[config.mk]
export PLATFORM = sky130hd
export DESIGN_NAME = binary_diff_run_encoder_crc64_core_flat
export DESIGN_NICKNAME = d
export VERILOG_FILES = /design/src/design/bdrc64_pkg.sv /design/src/design/bdrc64_in_if.sv /design/src/design/bdrc64_out_if.sv /design/src/design/binary_diff_run_encoder_crc64_core.sv /design/src/flat_wrapper.sv
export SDC_FILE = /design/constraint.sdc
export NUM_CORES = 2
export LEC_CHECK = 0
export ABC_CLOCK_PERIOD_IN_PS = 15020
export BUFFER_PORTS_ARGS = -buffer_cell sky130_fd_sc_hd__buf_2
export CORE_MARGIN = 5
export CORE_UTILIZATION = 45
export CTS_CLUSTER_SIZE = 40
export DETAILED_ROUTE_END_ITERATION = 6
export RECOVER_POWER = 100
export SYNTH_ARGS = -nofsm -noshare
export SYNTH_HDL_FRONTEND = slang
export SYNTH_SLANG_ARGS = --single-unit
[constraint.sdc]
create_clock -name clk_i -period 15.02 [get_ports clk_i]
set_clock_uncertainty 0.2 [all_clocks]
set_input_delay 0 -clock clk_i [delete_from_list [all_inputs] [get_ports clk_i]]
set_output_delay 0 -clock clk_i [all_outputs]
set_load 0.01 [all_outputs]
[src/design/bdrc64_pkg.sv]
// ----------------------------------------------------------------------------
// bdrc64_pkg
// Types, constants and the CRC-64/WE byte step of the diff-run encoder.
// ----------------------------------------------------------------------------
package bdrc64_pkg;

  // Width of the position and length counters
  localparam int unsigned PosWidth = 32;

  localparam logic [63:0] CrcPoly = 64'h42F0_E1EB_A9EA_3693;
  localparam logic [63:0] CrcInit = 64'hFFFF_FFFF_FFFF_FFFF;
  localparam int unsigned CrcShift = 56;

  typedef logic [PosWidth-1:0] pos_t;
  typedef logic [63:0] crc_t;

  typedef enum logic [1:0] {
    KIND_CHANGED = 2'd0,
    KIND_CLOSED  = 2'd1,
    KIND_SUMMARY = 2'd2
  } kind_e;

  typedef struct packed {
    logic [7:0] orig_byte;
    logic [7:0] mod_byte;
    logic       orig_present;
    logic       last_pair;
  } in_item_t;

  typedef struct packed {
    kind_e      kind;
    logic       run_start;
    pos_t       position;
    logic [7:0] new_byte;
    crc_t       orig_crc;
    crc_t       mod_crc;
    pos_t       orig_length;
    pos_t       total_length;
    logic       last_out;
  } out_item_t;

  // One byte of CRC-64/WE, MSB first: eight XOR-only shift steps
  function automatic crc_t crc64_byte(crc_t crc, logic [7:0] data);
    crc_t c;
    c = crc ^ ({56'd0, data} << CrcShift);
    for (int k = 0; k < 8; k++) begin
      if (c[63]) begin
        c = (c << 1) ^ CrcPoly;
      end else begin
        c = c << 1;
      end
    end
    return c;
  endfunction

  // Increment that holds at the counter maximum
  function automatic pos_t sat_inc(pos_t v);
    pos_t r;
    r = (v == '1) ? v : v + pos_t'(1);
    return r;
  endfunction

endpackage

[src/design/bdrc64_in_if.sv]
// ----------------------------------------------------------------------------
// bdrc64_in_if
// Valid/ready channel carrying one byte pair per transaction.
// ----------------------------------------------------------------------------
interface bdrc64_in_if;
  logic                 valid;
  logic                 ready;
  bdrc64_pkg::in_item_t payload;

  modport source (output valid, output payload, input ready);
  modport sink   (input valid, input payload, output ready);
endinterface

[src/design/bdrc64_out_if.sv]
// ----------------------------------------------------------------------------
// bdrc64_out_if
// Valid/ready channel carrying one result item per transaction.
// ----------------------------------------------------------------------------
interface bdrc64_out_if;
  logic                  valid;
  logic                  ready;
  bdrc64_pkg::out_item_t payload;

  modport source (output valid, output payload, input ready);
  modport sink   (input valid, input payload, output ready);
endinterface

[src/design/binary_diff_run_encoder_crc64_core.sv]
// ----------------------------------------------------------------------------
// binary_diff_run_encoder_crc64_core
// Byte-pair diff encoder with CRC-64/WE of both images and run tracking.
// ----------------------------------------------------------------------------
//
//  channel | dir | transaction
//  --------+-----+-------------------------------------------------
//  in_i    | in  | one aligned byte pair (orig, mod, present, last)
//  out_o   | out | changed byte, run closed or end summary
//
//  A pair is taken every cycle while the result queue has two free slots.
//  A pair makes zero, one or two results; the queue drains one per cycle
//  while out_o is ready, so pairs that each make two results fill the queue and stall in_i.
//  Reset (rst_ni low) clears both CRCs to all ones, the counters, the run
//  flag and the queue; the last pair returns the state to those values.
//  A stalled output holds its item; new pairs still enter while two slots are free.
module binary_diff_run_encoder_crc64_core (
  input  logic         clk_i,
  input  logic         rst_ni,
  bdrc64_in_if.sink    in_i,
  bdrc64_out_if.source out_o
);

  localparam int unsigned QDepth = 4;
  localparam int unsigned PtrW   = $clog2(QDepth);
  localparam int unsigned CntW   = $clog2(QDepth + 1);

  // State
  bdrc64_pkg::crc_t orig_crc_q, orig_crc_d;
  bdrc64_pkg::crc_t mod_crc_q, mod_crc_d;
  bdrc64_pkg::pos_t pos_q, pos_d;
  bdrc64_pkg::pos_t orig_cnt_q, orig_cnt_d;
  logic             run_open_q, run_open_d;

  // Result queue
  bdrc64_pkg::out_item_t queue_q [QDepth];
  logic [PtrW-1:0]       wr_ptr_q, wr_ptr_d;
  logic [PtrW-1:0]       rd_ptr_q, rd_ptr_d;
  logic [CntW-1:0]       count_q, count_d;

  logic                  in_fire, out_fire;
  logic                  differs, has_first;
  logic [1:0]            wr_num;
  bdrc64_pkg::crc_t      orig_crc_nx, mod_crc_nx;
  bdrc64_pkg::pos_t      pos_nx, orig_cnt_nx;
  bdrc64_pkg::out_item_t run_item, sum_item, item_a, item_b;

  // Accept while two slots are free
  assign in_i.ready    = (count_q <= CntW'(QDepth - 2));
  assign in_fire       = in_i.valid && in_i.ready;
  assign out_o.valid   = (count_q != '0);
  assign out_o.payload = queue_q[rd_ptr_q];
  assign out_fire      = out_o.valid && out_o.ready;

  // Advance checksums and counters for this pair
  always_comb begin
    orig_crc_nx = bdrc64_pkg::crc64_byte(orig_crc_q, in_i.payload.orig_byte);
    mod_crc_nx  = bdrc64_pkg::crc64_byte(mod_crc_q, in_i.payload.mod_byte);
    pos_nx      = bdrc64_pkg::sat_inc(pos_q);
    orig_cnt_nx = in_i.payload.orig_present ? bdrc64_pkg::sat_inc(orig_cnt_q)
                                            : orig_cnt_q;
    differs     = (in_i.payload.orig_byte != in_i.payload.mod_byte);
    has_first   = differs || run_open_q;
  end

  // Build the changed/closed item and the summary item
  always_comb begin
    run_item           = '0;
    run_item.kind      = differs ? bdrc64_pkg::KIND_CHANGED : bdrc64_pkg::KIND_CLOSED;
    run_item.run_start = differs && !run_open_q;
    run_item.position  = differs ? pos_q : '0;
    run_item.new_byte  = differs ? in_i.payload.mod_byte : 8'd0;
    run_item.last_out  = !in_i.payload.last_pair;

    sum_item              = '0;
    sum_item.kind         = bdrc64_pkg::KIND_SUMMARY;
    sum_item.orig_crc     = ~orig_crc_nx;
    sum_item.mod_crc      = ~mod_crc_nx;
    sum_item.orig_length  = orig_cnt_nx;
    sum_item.total_length = pos_nx;
    sum_item.last_out     = 1'b1;

    item_a = has_first ? run_item : sum_item;
    item_b = sum_item;
    wr_num = {1'b0, has_first} + {1'b0, in_i.payload.last_pair};
  end

  // Next state: the last pair restarts the images
  always_comb begin
    orig_crc_d = orig_crc_q;
    mod_crc_d  = mod_crc_q;
    pos_d      = pos_q;
    orig_cnt_d = orig_cnt_q;
    run_open_d = run_open_q;
    if (in_fire) begin
      if (in_i.payload.last_pair) begin
        orig_crc_d = bdrc64_pkg::CrcInit;
        mod_crc_d  = bdrc64_pkg::CrcInit;
        pos_d      = '0;
        orig_cnt_d = '0;
        run_open_d = 1'b0;
      end else begin
        orig_crc_d = orig_crc_nx;
        mod_crc_d  = mod_crc_nx;
        pos_d      = pos_nx;
        orig_cnt_d = orig_cnt_nx;
        run_open_d = differs;
      end
    end
  end

  // Queue pointers and fill count
  always_comb begin
    wr_ptr_d = wr_ptr_q;
    rd_ptr_d = rd_ptr_q;
    count_d  = count_q;
    if (in_fire) begin
      wr_ptr_d = wr_ptr_q + PtrW'(wr_num);
      count_d  = count_d + CntW'(wr_num);
    end
    if (out_fire) begin
      rd_ptr_d = rd_ptr_q + PtrW'(1);
      count_d  = count_d - CntW'(1);
    end
  end

  // Hold control state
  always_ff @(posedge clk_i or negedge rst_ni) begin
    if (!rst_ni) begin
      orig_crc_q <= bdrc64_pkg::CrcInit;
      mod_crc_q  <= bdrc64_pkg::CrcInit;
      pos_q      <= '0;
      orig_cnt_q <= '0;
      run_open_q <= 1'b0;
      wr_ptr_q   <= '0;
      rd_ptr_q   <= '0;
      count_q    <= '0;
    end else begin
      orig_crc_q <= orig_crc_d;
      mod_crc_q  <= mod_crc_d;
      pos_q      <= pos_d;
      orig_cnt_q <= orig_cnt_d;
      run_open_q <= run_open_d;
      wr_ptr_q   <= wr_ptr_d;
      rd_ptr_q   <= rd_ptr_d;
      count_q    <= count_d;
    end
  end

  // Write up to two results into the queue
  always_ff @(posedge clk_i) begin
    if (in_fire && (wr_num != 2'd0)) begin
      queue_q[wr_ptr_q] <= item_a;
    end
    if (in_fire && (wr_num == 2'd2)) begin
      queue_q[wr_ptr_q + PtrW'(1)] <= item_b;
    end
  end

endmodule

[src/flat_wrapper.sv]
// flat-port wrapper written by rule: the top's interface ports become plain ports
module binary_diff_run_encoder_crc64_core_flat 
  (clk_i, rst_ni, in_i_valid, in_i_payload, in_i_ready, out_o_valid, out_o_payload, out_o_ready);
  bdrc64_in_if in_i_i ();
  bdrc64_out_if out_o_i ();
  input  logic clk_i;
  input  logic rst_ni;
  input wire logic [$bits(in_i_i.valid)-1:0] in_i_valid;
  input wire logic [$bits(in_i_i.payload)-1:0] in_i_payload;
  output wire logic [$bits(in_i_i.ready)-1:0] in_i_ready;
  output wire logic [$bits(out_o_i.valid)-1:0] out_o_valid;
  output wire logic [$bits(out_o_i.payload)-1:0] out_o_payload;
  input wire logic [$bits(out_o_i.ready)-1:0] out_o_ready;
  assign in_i_i.valid = in_i_valid;
  assign in_i_i.payload = in_i_payload;
  assign in_i_ready = in_i_i.ready;
  assign out_o_valid = out_o_i.valid;
  assign out_o_payload = out_o_i.payload;
  assign out_o_i.ready = out_o_ready;
  binary_diff_run_encoder_crc64_core u_core (.clk_i(clk_i), .rst_ni(rst_ni), .in_i(in_i_i), .out_o(out_o_i));
endmodule
==> flow_metrics.env <==
export IMPL_power_switching_mw=5.33
export IMPL_fillers=9660
export IMPL_dp_hpwl_um=79000
export IMPL_status="complete, but fails checks"
export IMPL_routed_wl_um=133000
export IMPL_grt_pass1_vias=30400
export IMPL_critPathCaptureType="flip-flop"
export IMPL_grt_pass1_wl_um=200000
export IMPL_numCtsBuffers=120
export IMPL_cts_repair_resized=0
export IMPL_hold_viol_final=0
export IMPL_routabilityCongestion=0.788
export IMPL_cp_max_fo=80
export IMPL_cts_sinks=1144
export IMPL_cp_slowest_cell="clkbuf_1"
export IMPL_drt_initial_drc_count=2412
export IMPL_preCtsSetupSlack_ps=9220
export IMPL_core_area_um2=111000
export IMPL_drive_gt1_share_pct=17.2
export IMPL_fin_total_pwr_mw=13.2
export IMPL_grt_max_degree=113
export IMPL_setup_viol=0
export IMPL_cts_clk_slew_worst_paths_ps=60
export IMPL_drt_drc_violations_left=0
export IMPL_track_usage_pct=22.2
export IMPL_rsz0062_at_grt="false"
export IMPL_synth_cells=3573
export IMPL_cts_setup_buffers=0
export IMPL_ys_types=68
export IMPL_max_stage_delay_ps=3250
export IMPL_crit_chain="a21oi_1 -> and2_0 -> clkbuf_1 -> a32oi_4 -> clkbuf_1 -> clkbuf_1 -> nor2_1"
export IMPL_num_rows=122
export IMPL_synth_ff_type="edfxtp_1"
export IMPL_sequentialPowerShare_pct=33.3
export IMPL_synth_seq_cells=1144
export IMPL_ant_nets=0
export IMPL_cellPowerDensity_nw_per_um2=233
export IMPL_clockBufferDepth=3
export IMPL_ios=260
export IMPL_cpMostUsedCell="clkbuf_1"
export IMPL_postCtsHoldBufs=28
export IMPL_intPower_mw=7.84
export IMPL_io_buffers=259
export IMPL_overflow=0
export IMPL_leakagePower_nw=19.1
export IMPL_drtPass1Iterations=5
export IMPL_pwr_share_clk_pct=23.2
export IMPL_synth_edf_count=768
export IMPL_slew_violations=1620
export IMPL_postLayoutSetupSlackWorst_ps=5120
export IMPL_path_class="flip-flop to flip-flop"
export IMPL_peakVddDrop_mv=0.147
export IMPL_start_kind="flip-flop"
export IMPL_finalSetupTns_ps=0
export IMPL_route_vias_total=30500
export IMPL_fmax_mhz=101
export IMPL_finalCritPeriodShare_pct=65.9
export IMPL_cap_violations=29
export IMPL_violations="max-capacitance violations, max-slew violations"
export IMPL_syn_to_final_growth_pct=13.1
export IMPL_cts_root_buf="clkbuf_16"
export IMPL_hold_class="input pin to flip-flop"
export IMPL_combPwrFrac_pct=43.5
export IMPL_ys_async_sr_fraction_pct=17.5
export IMPL_wl_per_cell_um=24.8
export IMPL_cts_tree="yes"
export IMPL_start_util_pct=45.3
export IMPL_vias_per_cell=5.71
export IMPL_insertion_delay_ps=720
export IMPL_dieArea_um2=118000
export IMPL_swShare_pct=40.5
export IMPL_antenna_found_initial=1
export IMPL_die_y_um=343
export IMPL_critical_path_required_ps=15110
export IMPL_tightest_slew_ps=4900
export IMPL_nets=3779
export IMPL_yosys_warnings=0
export IMPL_slew_headroom_pct=-228
export IMPL_worstPathArrival_ps=9990
export IMPL_syn_avg_cell_area_um2=14.0
export IMPL_layout_min_cycle_time_ps=9900
export IMPL_die_x_um=343
export IMPL_ys_seq_area_share_pct=63.5
export IMPL_cts_max_level=3
export IMPL_syn_area_um2=50000
export IMPL_syn_nets=3604
kinds of logic (layout without fill, tap and decap cells):
family                   count (synthesis)  after routing  synth area share, %
buffers and inverters                  301            581                 2.31
multiplexers                           247            247                 10.8
adder cells (fa/ha/maj)                  9              9                0.240
AND/OR/NAND/NOR                       1041           1041                 8.54
other                                    0              1                    0
XOR/XNOR                               347            347                 7.06
flip-flops                            1144           1144                 63.5
AO/OA/AOI/OAI                          484            484                 7.53
final timing paths:
kind	to	slack, ps	cells past startpoint	startpoint
setup / recovery	u_core.queue_q[3][95]$_DFFE_PP_	5120	7	u_core.count_q[1]$_DFF_PN0_
hold / removal	u_core.orig_crc_q[39]$_DFFE_PN1P_	40	5	in_i_payload[17]
setup reg to reg	u_core.queue_q[3][95]$_DFFE_PP_	5120	7	u_core.count_q[1]$_DFF_PN0_
hold reg to reg	u_core.queue_q[2][235]$_SDFFE_PP1P_	250	2	u_core.queue_q[2][235]$_SDFFE_PP1P_
max in group asynchronous	u_core.run_open_q$_DFFE_PN0P_	7880	4	rst_ni
min in group asynchronous	u_core.mod_crc_q[28]$_DFFE_PN1P_	2550	3	rst_ni
metal layers:
metal | wire, µm | vias to the layer above | GRT usage, % | share of wire (%)
met5 | 0 | - | 0 | 0
met4 | 2300 | 0 | 4.77 | 1.7
met3 | 7780 | 137 | 3.56 | 5.9
met2 | 63000 | 878 | 35.2 | 47
met1 | 59600 | 15900 | 32.8 | 45
li1 | - | 13500 | - | -
worst max-delay path: cells and delay by family, from the launching register on:
family | cells | cell delay (ps)
simple gates | 2 | 480
compound gates | 2 | 940
flops | 1 | 380
buf+inv | 3 | 7360
stage by stage:
stage	hold WS, ps	area, µm²	utilization [%]	cells
floorplan	-496	50000	-	3573
global placement	-194	52700	47.7	5086
detailed placement	-193	52700	47.7	5086
CTS	6.99	57000	51.6	5341
global route	72.9	56600	51.2	5341
finish	40.0	56600	51.2	5342
synth_stat cells (all sizes together) (31+ instances only):
master / count / area share, %
buf: 54 / 0.46
clkbuf: 232 / 1.7
o22a: 126 / 2.2
mux4: 236 / 11
a21oi: 31 / 0.31
edfxtp: 768 / 46
dfstp: 128 / 6.7
a22o: 171 / 3.0
nand3: 41 / 0.41
dfxtp: 176 / 7.0
nor2: 802 / 6.0
xor2: 93 / 2.0
dfrtp: 72 / 3.6
o21ai: 71 / 0.71
xnor2: 246 / 4.7
nand2: 83 / 0.62
area by class of cell:
cell class	instances	area [µm²]	area share [%]
flip-flops and latches	1144	31800	56.1
multi-input cells	2128	17200	30.4
clock buffers	165	3380	5.97
well taps	1488	1860	3.29
repair buffers	339	1610	2.84
clock inverters	62	699	1.24
inverters	15	73.8	0.130
diodes	1	2.50	0.00442
layout by cell type (no fill, tap or decap), drive strengths merged, types with 29 or more instances in the layout:
cell    netlist  routed
xnor2       246     246
a21oi        31      31
mux4        236     236
clkbuf      232     422
edfxtp      768     768
o31ai        29      29
o21ai        71      71
a22o        171     171
nand3        41      41
o22a        126     126
nor2        802     802
xor2         93      93
clkinv        0      39
buf          54      54
dfrtp        72      72
dfstp       128     128
dfxtp       176     176
nand2        83      83
registers in the layout, indices dropped and copies added (netlist names):
register	flops
u_core.mod_crc_q	64
u_core.run_open_q	1
u_core.rd_ptr_q	2
u_core.orig_crc_q	64
u_core.wr_ptr_q	2
u_core.queue_q	944
u_core.count_q	3
u_core.orig_cnt_q	32
u_core.pos_q	32
power by group through the flow:
| stage | Combinational [mW] | Clock (mW) | Sequential (mW) |
|---|---|---|---|
| 4_1_cts | 5.89 | 3.11 | 4.37 |
| 2_1_floorplan | 3.89 | 0 | 4.31 |
| 5_1_grt | 6.14 | 3.24 | 4.44 |
| 6_report | 5.73 | 3.05 | 4.38 |
| 3_5_place_dp | 5.85 | 0 | 4.43 |
| 3_3_place_gp | 5.86 | 0 | 4.42 |
(Power assumes the default switching activity.)
